## config.mk

```make
export PLATFORM = sky130hd
export DESIGN_NAME = pbm_raw_header_parser_unit
export DESIGN_NICKNAME = d
export VERILOG_FILES = /design/src/design/pbmhp_pkg.sv /design/src/design/pbm_raw_header_parser_unit.sv /design/src/design/pbmhp_step.sv
export SDC_FILE = /design/constraint.sdc
export NUM_CORES = 1
export LEC_CHECK = 0
export ABC_CLOCK_PERIOD_IN_PS = 4200
export BUFFER_PORTS_ARGS = -buffer_cell sky130_fd_sc_hd__buf_2
export CAP_MARGIN = 20
export CORE_MARGIN = 1
export CORE_UTILIZATION = 25
export DETAILED_ROUTE_END_ITERATION = 6
export SYNTH_ARGS = -nofsm -noshare
export SYNTH_HDL_FRONTEND = slang
export SYNTH_SLANG_ARGS = --single-unit
```

## constraint.sdc

```tcl
create_clock -name clk -period 4.2 [get_ports clk]
set_input_delay 0.21 -clock clk [delete_from_list [all_inputs] [get_ports clk]]
set_output_delay 0.21 -clock clk [all_outputs]
set_load 0.01 [all_outputs]
```

## src/design/pbmhp_pkg.sv

```systemverilog
// Shared types, codes and helper functions for the raw PBM header parser.
`default_nettype none

package pbmhp_pkg;

  // Magic bytes 'P' then '4'
  localparam logic [15:0] MAGIC_WORD = 16'h3450;
  localparam logic [7:0]  MAGIC_B0   = MAGIC_WORD[7:0];
  localparam logic [7:0]  MAGIC_B1   = MAGIC_WORD[15:8];

  localparam logic [7:0]  CHR_HASH   = 8'h23;
  localparam logic [7:0]  CHR_LF     = 8'h0A;
  localparam logic [7:0]  CHR_SPACE  = 8'h20;
  localparam logic [7:0]  CHR_TAB    = 8'h09;
  localparam logic [7:0]  CHR_CR     = 8'h0D;
  localparam logic [7:0]  CHR_ZERO   = 8'h30;
  localparam logic [7:0]  CHR_NINE   = 8'h39;

  localparam logic [15:0] POS_MAX    = 16'hFFFF;

  // Parse phases
  localparam logic [2:0] PH_MAGIC0  = 3'd0;
  localparam logic [2:0] PH_MAGIC1  = 3'd1;
  localparam logic [2:0] PH_W_SKIP  = 3'd2;
  localparam logic [2:0] PH_W_TOKEN = 3'd3;
  localparam logic [2:0] PH_H_SKIP  = 3'd4;
  localparam logic [2:0] PH_H_TOKEN = 3'd5;
  localparam logic [2:0] PH_DONE    = 3'd6;

  // Result status codes
  localparam logic [1:0] ST_OK        = 2'd0;
  localparam logic [1:0] ST_MAGIC     = 2'd1;
  localparam logic [1:0] ST_MALFORMED = 2'd2;

  // Parser state carried from byte to byte
  typedef struct packed {
    logic [2:0]  phase;
    logic [15:0] accumulator;
    logic [15:0] width_held;
    logic [15:0] byte_position;
    logic        in_comment;
    logic        after_comment;
  } pbmhp_state_t;

  localparam pbmhp_state_t STATE_RESET = '{
    phase:         PH_MAGIC0,
    accumulator:   16'd0,
    width_held:    16'd0,
    byte_position: 16'd0,
    in_comment:    1'b0,
    after_comment: 1'b0
  };

  // One header result, with its fire flag
  typedef struct packed {
    logic        fire;
    logic [1:0]  status;
    logic [15:0] width;
    logic [15:0] height;
    logic [13:0] row_bytes;
    logic [15:0] pixel_offset;
  } pbmhp_result_t;

  // Space, tab, LF, VT, FF, CR
  function automatic logic is_ws(input logic [7:0] b);
    return (b == CHR_SPACE) || ((b >= CHR_TAB) && (b <= CHR_CR));
  endfunction

  function automatic logic is_digit(input logic [7:0] b);
    return (b >= CHR_ZERO) && (b <= CHR_NINE);
  endfunction

endpackage

`default_nettype wire

```

## src/design/pbm_raw_header_parser_unit.sv

```systemverilog
// Top level of the raw PBM (P4) header parser: input register, step logic, result register.
//
//   channel  direction  ports                                   handshake
//   in       input      in_data_byte, in_start_of_file          in_valid / in_stall
//   out      output     out_status, out_width, out_height,      out_valid / out_stall
//                       out_row_bytes, out_pixel_offset
//
// One byte per cycle sustained unless in_stall is raised; a byte is taken into the
// input register, then its result into the result register. The per-byte step is
// a phase update plus one multiply by ten done as shift-and-add.
// rst_n (synchronous, active low) clears the input and result valid flags and
// the parse state; the first byte after reset starts a file.
// While out_stall holds a result, bytes that make no result keep flowing; the
// next byte that makes a result waits in the input register and raises in_stall.
`default_nettype none

module pbm_raw_header_parser_unit
  import pbmhp_pkg::*;
(
  input  logic        clk,
  input  logic        rst_n,
  input  logic        in_valid,
  output logic        in_stall,
  input  logic [7:0]  in_data_byte,
  input  logic        in_start_of_file,
  output logic        out_valid,
  input  logic        out_stall,
  output logic [1:0]  out_status,
  output logic [15:0] out_width,
  output logic [15:0] out_height,
  output logic [13:0] out_row_bytes,
  output logic [15:0] out_pixel_offset
);

  logic          stg_valid_r;
  logic [7:0]    stg_byte_r;
  logic          stg_sof_r;
  pbmhp_state_t  st_r;
  pbmhp_state_t  st_nxt;
  pbmhp_result_t res;
  logic          advance;
  logic          out_valid_r;
  logic [1:0]    status_r;
  logic [15:0]   width_r;
  logic [15:0]   height_r;
  logic [13:0]   row_bytes_r;
  logic [15:0]   pixel_offset_r;

  pbmhp_step u_step (
    .st            (st_r),
    .data_byte     (stg_byte_r),
    .start_of_file (stg_sof_r),
    .st_nxt        (st_nxt),
    .res           (res)
  );

  // Staged word moves on unless it has a result and the output holds a stalled result
  assign advance  = stg_valid_r && (!res.fire || !out_valid_r || !out_stall);
  assign in_stall = stg_valid_r && !advance;

  // Input register
  always_ff @(posedge clk) begin
    if (!rst_n) begin
      stg_valid_r <= 1'b0;
    end else if (!in_stall) begin
      stg_valid_r <= in_valid;
    end
  end

  always_ff @(posedge clk) begin
    if (!in_stall && in_valid) begin
      stg_byte_r <= in_data_byte;
      stg_sof_r  <= in_start_of_file;
    end
  end

  // Parse state
  always_ff @(posedge clk) begin
    if (!rst_n) begin
      st_r <= STATE_RESET;
    end else if (advance) begin
      st_r <= st_nxt;
    end
  end

  // Result register
  always_ff @(posedge clk) begin
    if (!rst_n) begin
      out_valid_r <= 1'b0;
    end else if (advance && res.fire) begin
      out_valid_r <= 1'b1;
    end else if (!out_stall) begin
      out_valid_r <= 1'b0;
    end
  end

  always_ff @(posedge clk) begin
    if (advance && res.fire) begin
      status_r       <= res.status;
      width_r        <= res.width;
      height_r       <= res.height;
      row_bytes_r    <= res.row_bytes;
      pixel_offset_r <= res.pixel_offset;
    end
  end

  assign out_valid        = out_valid_r;
  assign out_status       = status_r;
  assign out_width        = width_r;
  assign out_height       = height_r;
  assign out_row_bytes    = row_bytes_r;
  assign out_pixel_offset = pixel_offset_r;

endmodule

`default_nettype wire

```

## src/design/pbmhp_step.sv

```systemverilog
// Per-byte next-state and result logic of the raw PBM header parser.
`default_nettype none

module pbmhp_step
  import pbmhp_pkg::*;
(
  input  pbmhp_state_t  st,
  input  logic [7:0]    data_byte,
  input  logic          start_of_file,
  output pbmhp_state_t  st_nxt,
  output pbmhp_result_t res
);

  always_comb begin
    pbmhp_state_t cur;
    pbmhp_state_t tok;
    logic         height_part;
    logic         skip_part;
    logic         active;
    logic [15:0]  acc_x10;

    // A start mark restarts the parse with this byte
    cur         = start_of_file ? STATE_RESET : st;
    tok         = cur;
    st_nxt      = cur;
    res         = '0;
    active      = 1'b1;
    height_part = (cur.phase == PH_H_SKIP) || (cur.phase == PH_H_TOKEN);
    skip_part   = (cur.phase == PH_W_SKIP) || (cur.phase == PH_H_SKIP);

    // First non-blank byte of a token opens it fresh
    if (skip_part) begin
      tok.phase         = height_part ? PH_H_TOKEN : PH_W_TOKEN;
      tok.accumulator   = 16'd0;
      tok.in_comment    = 1'b0;
      tok.after_comment = 1'b0;
    end

    // acc * 10 + digit, wrapping at 16 bits
    acc_x10 = {tok.accumulator[12:0], 3'b000} + {tok.accumulator[14:0], 1'b0}
            + {12'd0, data_byte[3:0]};

    case (cur.phase)
      PH_MAGIC0: begin
        if (data_byte == MAGIC_B0) begin
          st_nxt.phase = PH_MAGIC1;
        end else begin
          st_nxt.phase = PH_DONE;
          res.fire     = 1'b1;
          res.status   = ST_MAGIC;
        end
      end
      PH_MAGIC1: begin
        if (data_byte == MAGIC_B1) begin
          st_nxt.phase = PH_W_SKIP;
        end else begin
          st_nxt.phase = PH_DONE;
          res.fire     = 1'b1;
          res.status   = ST_MAGIC;
        end
      end
      PH_W_SKIP, PH_W_TOKEN, PH_H_SKIP, PH_H_TOKEN: begin
        if (!(skip_part && is_ws(data_byte))) begin
          st_nxt = tok;
          if (tok.in_comment) begin
            // Comment runs to LF; a digit must follow
            if (data_byte == CHR_LF) begin
              st_nxt.in_comment    = 1'b0;
              st_nxt.after_comment = 1'b1;
            end
          end else if (tok.after_comment) begin
            st_nxt.after_comment = 1'b0;
            if (is_digit(data_byte)) begin
              st_nxt.accumulator = acc_x10;
            end else begin
              st_nxt.phase = PH_DONE;
              res.fire     = 1'b1;
              res.status   = ST_MALFORMED;
            end
          end else if (is_ws(data_byte)) begin
            if (!height_part) begin
              st_nxt.width_held  = tok.accumulator;
              st_nxt.accumulator = 16'd0;
              st_nxt.phase       = PH_H_SKIP;
            end else begin
              st_nxt.phase     = PH_DONE;
              res.fire         = 1'b1;
              res.status       = ST_OK;
              res.width        = tok.width_held;
              res.height       = tok.accumulator;
              res.row_bytes    = {1'b0, tok.width_held[15:3]}
                               + {13'd0, |tok.width_held[2:0]};
              res.pixel_offset = (cur.byte_position == POS_MAX) ? POS_MAX
                               : cur.byte_position + 16'd1;
            end
          end else if (data_byte == CHR_HASH) begin
            st_nxt.in_comment = 1'b1;
          end else if (is_digit(data_byte)) begin
            st_nxt.accumulator = acc_x10;
          end else begin
            st_nxt.phase = PH_DONE;
            res.fire     = 1'b1;
            res.status   = ST_MALFORMED;
          end
        end
      end
      default: begin
        // Header done: ignore bytes until the next file
        active = 1'b0;
      end
    endcase

    // Saturating byte offset
    if (active && (cur.byte_position != POS_MAX)) begin
      st_nxt.byte_position = cur.byte_position + 16'd1;
    end else begin
      st_nxt.byte_position = cur.byte_position;
    end
  end

endmodule

`default_nettype wire
```

==> summary.txt, run 1 <==
Drt
  • Vias post-DR: 6,206
  • Remaining DRCs: 0
  • Drt pass-1 iters: 6
  • Detailed Route Iter0 Violations: 484
  • Remaining antenna violation count after routing: 0
  • Routed Wire Length: 19.7 mm
  • Drt wl/cell: 15.5 um
  • Post-DR vias/cell: between 4 and 5

Power
  • Worst vdd ir: 0.000256 V
  • Clock share of power: 46.4%
  • Pwr per Cell Area: approximately 360 mW/mm^2
  • NetSw: between 0.0008 and 0.0009 W
  • Internal power: 0.00236 W
  • Part of the power in registers: 44.3%
  • Gate power share: 9.4%
  • Sw Ratio: 26.0%
  • Pleak: 3.35 nW

Clock network
  • CTS Buffer Depth: 2
  • H-tree Lvls: 4
  • Clock slew at reported path FFs: 0.06 ns
  • Latest clock arrival within the worst-skew pair: 0.43 ns
  • TritonCTS clock tree: built
  • Postcts setup bufs: 0
  • Clock sinks: 128
  • Cts repair resizes: 0
  • Clock root cell: clkbuf_16
  • CTS buffer count: 17

Setup path
  • Startpoint Class: flip-flop
  • Critical Path Stages: 14
  • CP cell instances: xor2_1, a21oi_1, buf_4, nand2_1, fa_1, inv_1, ha_1, a211oi_1, o211ai_1, a41o_1, a21oi_1, mux2i_1, nand4_1, a31oi_1
  • Reg-to-reg slack, setup: 0.49 ns
  • Critical path's most frequent cell: a21oi_1
  • Crit path max-delay family: compound AO/OA/AOI/OAI gates
  • Buf+Inv Stages, Crit Path: 2
  • RR Startpoint: st_r[52]
  • Slowest CP cell: fa_1
  • R2R depth: 14
  • Critical Path AT: 4.06 ns
  • CP max FO: 11
  • RR Endpoint: st_r[47]
  • CP Capture Type: flip-flop
  • CP Capture Point: st_r[47]
  • Critical path class: reg -> reg
  • Worst endpoint required time: ~4.6 ns
  • Max incr delay on CP: 0.55 ns
  • CP startpoint: st_r[52]

STA
  • Period utilization: 88.3%
  • Setup TNS Final: 0 ns
  • Final setup fails: 0
  • Skew final: 0.0116 ns
  • Relative slew slack: 43.9%
  • Final hold violations: 0
  • Maximum clock rate: 270 MHz
  • Tightest Pin Transition: 0.842 ns
  • RSZ-0062 raised after global routing: false
  • Slew Limit Fails: 0
  • Min cycle time layout: approximately 3.7 ns

Finish
  • Diode count: 0
  • Layout cells sized above 1: 17.8%
  • Most frequent cells in the layout: buf_2, edfxtp_1, nand2_1
  • Area grow syn2layout: 19.0%
  • Commonest non-fill, non-tap cell in the layout: buf_2
  • Total Nets Final: 909
  • Final Cell Area: 0.00892 mm^2

Yosys
  • Netlist Area Pre-Place: 0.00749 mm^2
  • Post-Syn Nets: around 840
  • Most used DFF post-synth: edfxtp_1
  • #FFs+latches synth: 128
  • Synthesized instance count: 798
  • Ys Warns: 0
  • Sequential area share after synthesis: 43.9%
  • Synth Area per Inst: 9.39 um^2
  • FFs w/ async S/R, synth: 0%
  • Yosys cell types: 77
  • Number of flops mapped to enable cells by yosys: 73

Global routing
  • Vias in the first global route: 5,959
  • GRT Total Usage: around an eighth
  • Total grt overflow: 0
  • Number of antenna violations at the first check in global routing: 0
  • First-pass GRT wire length: around 32 mm
  • Largest net degree at the start of global routing: 56

Floorplan
  • I/O pin total: 79
  • Chip height: 175 um
  • Area of the core: 0.0296 mm^2
  • Cell row count: 63
  • Die area: 0.0307 mm^2
  • Die X: 175 um
  • Initial Util: approximately 25%

Placement
  • DP Area: between 0.008 and 0.009 mm^2
  • GPL Wtd Cong: 0.892
  • Final HPWL DP: 13.7 mm
  • PortBufs: just under 80

Job
  • Max-capacitance violation count: 0

Outcome
  • Status: finished clean

Worst hold path
  • Hold crit path type: in -> reg
==> cell type report <==
type	instances	area (um^2)
Clock inverter	14	158
Inverter	40	150
Tap cell	390	488
Clock buffer	18	429
Multi-Input combinational cell	576	3780
Timing Repair Buffer	102	618
Fill cell	3108	20600
Sequential cell	128	3290
==> flip-flops by register name (all words and copies together), names as in the netlist <==
signal	cells
out_row_bytes	14
out_status	2
stg_byte_r	8
st_r	53
out_valid	1
out_width	16
out_height	16
out_pixel_offset	16
stg_sof_r	1
stg_valid_r	1
==> what timing repair did <==
action,4_1_cts,5_1_grt
hold buffers,9,0
endpoints found under the hold margin,9,0
endpoints found under the setup margin,0,0
==> worst min path at each step <==
stage / startpoint / end / depth (start not counted) / slack [ns]
global placement: in_data_byte[6] / stg_byte_r[6] / 1 / 0.39
global route: in_valid / stg_valid_r / 2 / 0.03
detailed placement: in_data_byte[5] / stg_byte_r[5] / 1 / 0.39
CTS: in_valid / stg_valid_r / 2 / 0.03
finish: in_valid / stg_valid_r / 2 / 0.04
floorplan: in_data_byte[0] / stg_byte_r[0] / 0 / 0.31
==> metal layers <==
layer | track usage (%) | vias up | wire (um)
met5 | 0 | - | 0
met4 | 4.89 | 0 | 404
met3 | 2.57 | 27 | 961
met2 | 21.0 | 186 | 8920
met1 | 17.6 | 2912 | 9420
li1 | - | 3081 | -
==> worst reg2reg max path, stage by stage (launching register included) <==
cell	delay (ns)
dfxtp_1	0.51
xor2_1	0.18
a21oi_1	0.18
buf_4	0.17
nand2_1	0.12
fa_1	0.56
inv_1	0.06
ha_1	0.31
a211oi_1	0.35
o211ai_1	0.18
a41o_1	0.30
a21oi_1	0.19
mux2i_1	0.23
nand4_1	0.12
a31oi_1	0.20
==> synthesized netlist by cell type, drive strengths merged, types with 5 or more instances <==
cell,instances,area [um^2]
nand2b,5,31.3
and2,11,68.8
nand4,10,62.6
buf,28,183
nor3,46,280
o21ai,34,174
dfxtp,55,1100
a21oi,59,303
edfxtp,73,2190
xor2,12,105
o211ai,15,113
xnor2,17,149
nand3,28,140
nand3b,5,37.5
nor2b,16,100
and3,27,169
o21a,22,165
clkbuf,26,98.8
a31oi,9,68.8
o2111ai,11,96.3
nor2,58,218
ha,29,363
a21boi,16,120
inv,40,150
mux2i,8,80.1
or3,7,48.8
nand2,62,235
a211oi,6,50.1
==> logic make-up after synthesis <==
logic type | synth area share, %
fa+ha+maj | 5.38
flops | 43.9
buf+inv | 5.76
mux | 1.07
simple gates | 21.4
xor+xnor | 3.39
compound gates | 19.0
==> power by group through the flow <==
stage | Combinational [W] | Sequential (W) | Clock (W)
2_1_floorplan | 0.000175 | 0.00145 | 0
3_3_place_gp | 0.000291 | 0.00144 | 0
3_5_place_dp | 0.000294 | 0.00144 | 0
4_1_cts | 0.000300 | 0.00141 | 0.00150
5_1_grt | 0.000328 | 0.00142 | 0.00156
6_report | 0.000298 | 0.00141 | 0.00148
==> metrics by stage <==
stage                     setup WS, ns  util (%)  total power, W  hold WS, ns  instances
final                            0.493      30.2         0.00318       0.0390       1268
after global routing             0.157      30.2         0.00330       0.0347       1268
after CTS                        0.518      30.2         0.00321       0.0263       1268
after detailed placement         0.535      27.9         0.00173        0.394       1227
after floorplan                  0.281         -         0.00163        0.309        798
after global placement           0.602      27.9         0.00173        0.389       1227
No activity file was read; power rests on OpenSTA's default activity.
==> inputs of run 2 (changes only) <==
--- a/config.mk
+++ b/config.mk
@@ -11,3 +11,3 @@
 export CORE_MARGIN = 1
-export CORE_UTILIZATION = 25
+export CORE_UTILIZATION = 40
 export DETAILED_ROUTE_END_ITERATION = 6
==> constraint.sdc (replaced) <==
create_clock -name clk -period 4.2 [get_ports clk]
set_input_delay 0.42 -clock clk [delete_from_list [all_inputs] [get_ports clk]]
set_output_delay 0.42 -clock clk [all_outputs]
set_load 0.01 [all_outputs]
==> run 2 against run 1 <==
The run now ends with DRC left. Worst setup slack improved by 0.0029 ns. Combinational power fell by 3%. Non-clock buffer count fell by 10. First-iteration DRC count fell by 24%. Via count fell by 1.1%. Die area fell by 37%. Sequential share of layout area rose by 1.2 points. Flip-flop and latch count did not move. Critical endpoint is now st_r[48]. Largest power group unchanged.
==> summary.txt, run 2 (synthesized netlist as in run 1, its figures left out) <==
STA
  • Period utilization: 88.2% (about the same)
  • RSZ-0062 raised after global routing: false
  • Final hold violations: 0 (unchanged)
  • Setup TNS Final: 0 ns (unchanged)
  • Maximum clock rate: 270 MHz (about the same)
  • Min cycle time layout: 3.70 ns (-0.00288 ns)
  • Slew Limit Fails: 0 (unchanged)
  • Tightest Pin Transition: 0.891 ns (+0.0484 ns)
  • Relative slew slack: 40.6% (-3.3 points)
  • Worst hold slack: 0.170 ns (+0.131 ns)
  • Skew final: 0.00661 ns (-0.00501 ns)
  • Worst setup margin: 0.496 ns (+0.00288 ns)
  • Final setup fails: 0 (unchanged)

Floorplan
  • Die area: 0.0193 mm^2 (-37%)
  • Chip height: 139 um (-21%)
  • Area of the core: 0.0181 mm^2 (-39%)
  • I/O pin total: 79 (unchanged)
  • Die X: 139 um (-21%)
  • Initial Util: 41.3% (+16 points)
  • Cell row count: 49 (-22%)

Global routing
  • Vias in the first global route: 5,773 (-3.1%)
  • Largest net degree at the start of global routing: 56 (unchanged)
  • Total grt overflow: 0 (unchanged)
  • Number of antenna violations at the first check in global routing: 0 (unchanged)
  • GRT Total Usage: 20.2% (+7.0 points)
  • First-pass GRT wire length: 30.7 mm (-3.7%)

Power
  • Sw Ratio: 25.0% (-1.0 points)
  • Clock share of power: 46.9% (+0.5 points)
  • Worst vdd ir: 0.000286 V (+12%)
  • Pwr per Cell Area: 371 mW/mm^2 (+3.8%)
  • Pleak: 3.31 nW (-1.3%)
  • NetSw: 0.000798 W (-3.5%)
  • Gate power share: 9.0% (-0.4 points)
  • Part of the power in registers: 44.1% (-0.2 points)
  • Internal power: 0.00240 W (+1.9%)

Drt
  • DR WL met2: 8.53 mm (-4.4%)
  • Highest Signal Layer: met4
  • Met1 wire length: 9.03 mm (-4.1%)
  • Metal3 WL: 979 um (+1.9%)
  • Vias post-DR: 6,135 (-1.1%)
  • Detailed Route Iter0 Violations: 366 (-24%)
  • Remaining DRCs: 10 (+10)
  • Post-DR vias/cell: 5.59 (+14%)
  • Routed Wire Length: 18.7 mm (-4.9%)
  • Drt wl/cell: 17.1 um (+9.9%)
  • Drt pass-1 iters: 7 (+1)
  • Remaining antenna violation count after routing: 0 (unchanged)

Outcome
  • Status: finished, violations left
  • Violated checks: DRC

Clock network
  • TritonCTS clock tree: built
  • Clock sinks: 128 (unchanged)
  • Clock slew at reported path FFs: 0.06 ns (about the same)
  • Hold_buf cts: 0 (-9)
  • H-tree Lvls: 4 (unchanged)
  • CTS buffer count: 17 (unchanged)
  • Clock root cell: clkbuf_16
  • Latest clock arrival within the worst-skew pair: 0.42 ns (about the same)
  • CTS Buffer Depth: 2 (unchanged)

Setup path
  • Critical Path AT: 4.00 ns (-0.06 ns)
  • CP Capture Type: flip-flop
  • Startpoint Class: flip-flop
  • Critical path class: reg -> reg
  • Worst endpoint required time: 4.50 ns (-0.05 ns)
  • CP max FO: 11 (unchanged)

Finish
  • Layout cells sized above 1: 17.9% (+0.089 points)
  • Multi-input logic area: 0.00379 mm^2 (+0.23%)
  • Commonest non-fill, non-tap cell in the layout: buf_2
  • Most frequent cells in the layout: buf_2, edfxtp_1, nand2_1
  • Final Cell Area: 0.00864 mm^2 (-3.2%)
  • Number of fillers in the final layout: 1,761 (-43%)
  • Register area: 0.00329 mm^2 (unchanged)
  • Max reg flops: 53 (unchanged)
  • Reg with most FFs: st_r
  • Area grow syn2layout: 15.2%
  • Diode count: 0 (unchanged)
  • Total Nets Final: 899 (-1.1%)
  • Non-Filler Instances: 1,097 (-13%)

Placement
  • Final HPWL DP: 12.9 mm (-5.9%)
  • DP Area: 0.00803 mm^2 (-2.5%)
  • Worst slack at placement: 0.296 ns (-0.240 ns)
  • PortBufs: 78 (unchanged)
  • GPL Wtd Cong: 0.876 (-1.8%)
  • Placed Cells incl. Taps: 1,065 (-13%)

Worst hold path
  • Hold crit path type: in -> reg

Job
  • Max-capacitance violation count: 0 (unchanged)
run 2: changes by cell type in the layout (fill, tap and decap cells not counted), sizes merged:
cell,delta
buf,-1
inv,-1
dlygate4sd3,-9
clkinv,-1
clkinvlp,+1
bufinv,+1
run 2: metal layers:
| metal | vias to the layer above | track usage [%] |
|---|---|---|
| li1 | 3058 | - |
| met1 | 2873 | 27.9 |
| met2 | 184 | 31.7 |
| met3 | 20 | 4.32 |
| met4 | 0 | 5.96 |
| met5 | - | 0 |
run 2: final timing paths:
kind / cells past startpoint / start / endpoint / slack (ns)
worst min-delay path: 1 / in_data_byte[1] / stg_byte_r[1] / 0.17
worst max-delay path: 16 / st_r[52] / st_r[48] / 0.50
worst min register to register: 1 / st_r[12] / st_r[12] / 0.46
worst max register to register: 16 / st_r[52] / st_r[48] / 0.50
run 2: final cells by class:
type,count,area share [%]
flip-flops and latches,128,38.1
clock buffers,18,4.97
multi-input cells,576,43.9
repair buffers,92,6.03
inverters,40,1.74
well taps,229,3.32
clock inverters,14,1.91
run 2: stage by stage:
step / util, % / power (W)
after floorplan: - / 0.00163
after global placement: 44.3 / 0.00172
after detailed placement: 44.3 / 0.00172
after CTS: 47.5 / 0.00322
after global routing: 47.6 / 0.00331
final: 47.6 / 0.00320
run 2: power by group through the flow:
| stage | Clock (W) | Combinational, W | Sequential, W |
|---|---|---|---|
| after global routing | 0.00158 | 0.000315 | 0.00142 |
| after detailed placement | 0 | 0.000287 | 0.00144 |
| after CTS | 0.00152 | 0.000288 | 0.00141 |
| after floorplan | 0 | 0.000175 | 0.00145 |
| after global placement | 0 | 0.000287 | 0.00144 |
| final | 0.00150 | 0.000288 | 0.00141 |
run 2: timing repair:
item,4_1_cts,5_1_grt
hold endpoints to repair,0,0
setup endpoints to repair,0,2
resized for setup,0,2
buffers inserted,0,0
run 2: critical path, stage by stage (launching register included):
cell and delay (ns):
dfxtp_1 0.51, xor2_1 0.34, a21oi_2 0.14, buf_4 0.19, nand2_1 0.14, inv_1 0.09
ha_1 0.28, ha_1 0.19, inv_1 0.07, fa_1 0.38, nor2b_1 0.25, o31a_1 0.22
o21ai_0 0.14, o211ai_1 0.23, mux2i_1 0.10, a311oi_1 0.18, o21ai_0 0.12
==> inputs of run 3 (changes only) <==
Settings changed: ABC_CLOCK_PERIOD_IN_PS 4200 to 3600.
Clock period 4.2 ns to 3.6 ns, I/O delays scaled along.
==> run 3 against run 2 <==
The run still ends with DRC left. Clock power up 5%. Sequential share of layout area down 0.39 points. Final area increased by 1.0%. Critical path type unchanged. Largest power group is now sequential cells.
==> summary.txt, run 3 (synthesized netlist as in run 1, its figures left out) <==
Power
  • Gate power share: 10.2% (+1.2 points)
  • Part of the power in registers: 45.8% (+1.7 points)
  • Worst vdd ir: 0.000334 V (+17%)
  • Pleak: 3.37 nW (+1.8%)
  • Pwr per Cell Area: 410 mW/mm^2 (+11%)
  • Sw Ratio: 25.3% (+0.34 points)
  • Internal power: 0.00267 W (+11%)
  • Clock share of power: 44.0% (-2.9 points)
  • NetSw: 0.000905 W (+13%)

Finish
  • Final core area utilization: 48.1% (+0.49 points)
  • Diode count: 0 (unchanged)
  • Multi-input logic area: 0.00381 mm^2 (+0.59%)
  • Register area: 0.00329 mm^2 (unchanged)
  • Total Nets Final: 918 (+2.1%)
  • Max reg flops: 53 (unchanged)
  • Most frequent cells in the layout: buf_2, edfxtp_1, nand2_1
  • Number of fillers in the final layout: 1,747 (-0.80%)
  • Reg with most FFs: st_r
  • Area grow syn2layout: 16.4%
  • Commonest non-fill, non-tap cell in the layout: buf_2
  • Layout cells sized above 1: 19.6% (+1.8 points)

Setup path
  • RR Endpoint: st_r[47]
  • R2R depth: 13 (-3)
  • Critical path class: reg -> reg
  • RR Startpoint: st_r[50]
  • CP Capture Type: flip-flop
  • Worst endpoint required time: 3.94 ns (-0.56 ns)
  • Critical Path AT: 3.69 ns (-0.31 ns)
  • CP max FO: 6 (-5)
  • Startpoint Class: flip-flop
  • Reg-to-reg slack, setup: 0.24 ns (-0.25 ns)

STA
  • Slew Limit Fails: 0 (unchanged)
  • Relative slew slack: 43.7% (+3.1 points)
  • Setup TNS Final: 0 ns (unchanged)
  • Skew final: 0.00876 ns (+0.00215 ns)
  • Final hold violations: 0 (unchanged)
  • Min cycle time layout: 3.36 ns (-0.345 ns)
  • Tightest Pin Transition: 0.841 ns (-0.0492 ns)
  • Maximum clock rate: 298 MHz (+10%)
  • Period utilization: 93.3% (+5.1 points)
  • RSZ-0062 raised after global routing: true
  • Final setup fails: 0 (unchanged)

Global routing
  • Total grt overflow: 0 (unchanged)
  • GRT Total Usage: 20.6% (+0.41 points)
  • Vias in the first global route: 5,953 (+3.1%)
  • Largest net degree at the start of global routing: 52 (-7.1%)
  • Number of antenna violations at the first check in global routing: 0 (unchanged)
  • First-pass GRT wire length: 31.5 mm (+2.6%)

Clock network
  • Clock root cell: clkbuf_16
  • Hold_buf cts: 0 (unchanged)
  • H-tree Lvls: 4 (unchanged)
  • Clock slew at reported path FFs: 0.06 ns (about the same)
  • Latest clock arrival within the worst-skew pair: 0.41 ns (about the same)
  • Clock sinks: 128 (unchanged)
  • CTS buffer count: 17 (unchanged)
  • TritonCTS clock tree: built
  • CTS Buffer Depth: 2 (unchanged)

Floorplan
  • I/O pin total: 79 (unchanged)
  • Chip height: 139 um (unchanged)
  • Area of the core: 0.0181 mm^2 (unchanged)
  • Die area: 0.0193 mm^2 (unchanged)
  • Initial Util: 41.3% (unchanged)
  • Cell row count: 49 (unchanged)
  • Die X: 139 um (unchanged)

Drt
  • Vias post-DR: 6,262 (+2.1%)
  • Routed Wire Length: 18.9 mm (+1.1%)
  • Drt wl/cell: 17.0 um (-0.55%)
  • Post-DR vias/cell: 5.62 (+0.42%)
  • Remaining antenna violation count after routing: 0 (unchanged)
  • Detailed Route Iter0 Violations: 440 (+20%)
  • Remaining DRCs: 7 (-3)
  • Drt pass-1 iters: 7 (unchanged)

Worst hold path
  • Worst hold stages: 1 (unchanged)
  • Hold crit path type: in -> reg
  • Hold Crit Start: in_data_byte[0]
  • Hold EP: stg_byte_r[0]

Placement
  • Final HPWL DP: 13.2 mm (+2.3%)
  • PortBufs: 78 (unchanged)
  • GPL Wtd Cong: 0.917 (+4.7%)

Outcome
  • Violated checks: DRC
  • Status: finished, violations left

Job
  • Max-capacitance violation count: 0 (unchanged)
-- run 3: area by class of cell --
cell class | instances | area share (%)
tap | 229 | 3.28
timing repair buffer | 111 | 7.46
multi-input combinational | 576 | 43.7
inverter | 40 | 1.72
clock buffer | 21 | 5.05
clock inverter | 10 | 1.03
sequential | 128 | 37.7
-- run 3: worst max path at each step --
stage,startpoint,end,slack (ns)
3_5_place_dp,st_r[50],st_r[49],0.13
5_1_grt,st_r[50],st_r[47],0.006
3_3_place_gp,st_r[50],st_r[49],0.24
2_1_floorplan,st_r[52],st_r[49],0.11
6_report,st_r[50],st_r[47],0.24
4_1_cts,st_r[50],st_r[49],0.12
-- run 3: stage by stage --
step           area (um^2)  setup slack [ns]  instances  power (W)  hold slack [ns]
2_1_floorplan         7500             0.107        798    0.00190            0.430
3_3_place_gp          8170             0.236       1084    0.00203            0.453
3_5_place_dp          8170             0.133       1084    0.00203            0.449
4_1_cts               8700             0.120       1115    0.00360           0.0967
5_1_grt               8720           0.00596       1115    0.00371           0.0964
6_report              8720             0.241       1115    0.00358            0.116
-- run 3: metal layers --
layer  vias to the layer above  track usage [%]  wire length, um
li1                       3100                -                -
met1                      2912             28.8             9090
met2                       220             30.8             8340
met3                        30             4.97             1130
met4                         0             7.37              369
met5                         -                0                0
-- run 3: critical path, cell delays in order, from the launching register on --
cell	delay, ns
dfxtp_1	0.40
inv_1	0.15
a21oi_4	0.19
nand2_1	0.12
fa_1	0.56
inv_1	0.06
ha_1	0.32
a211oi_2	0.29
o211ai_1	0.17
a41o_1	0.30
a21oi_1	0.19
mux2i_1	0.22
nand4_1	0.11
a31oi_1	0.20
-- run 3: repair_timing --
item,4_1_cts,5_1_grt
endpoints found under the hold margin,0,0
resized for setup,0,7
setup buffers,0,0
endpoints found under the setup margin,0,4
-- run 3: power groups by stage --
stage | clock [W] | combinational, W | sequential [W]
6_report | 0.00157 | 0.000366 | 0.00164
5_1_grt | 0.00166 | 0.000398 | 0.00165
4_1_cts | 0.00160 | 0.000362 | 0.00164
3_5_place_dp | 0 | 0.000360 | 0.00167
3_3_place_gp | 0 | 0.000360 | 0.00167
2_1_floorplan | 0 | 0.000205 | 0.00169
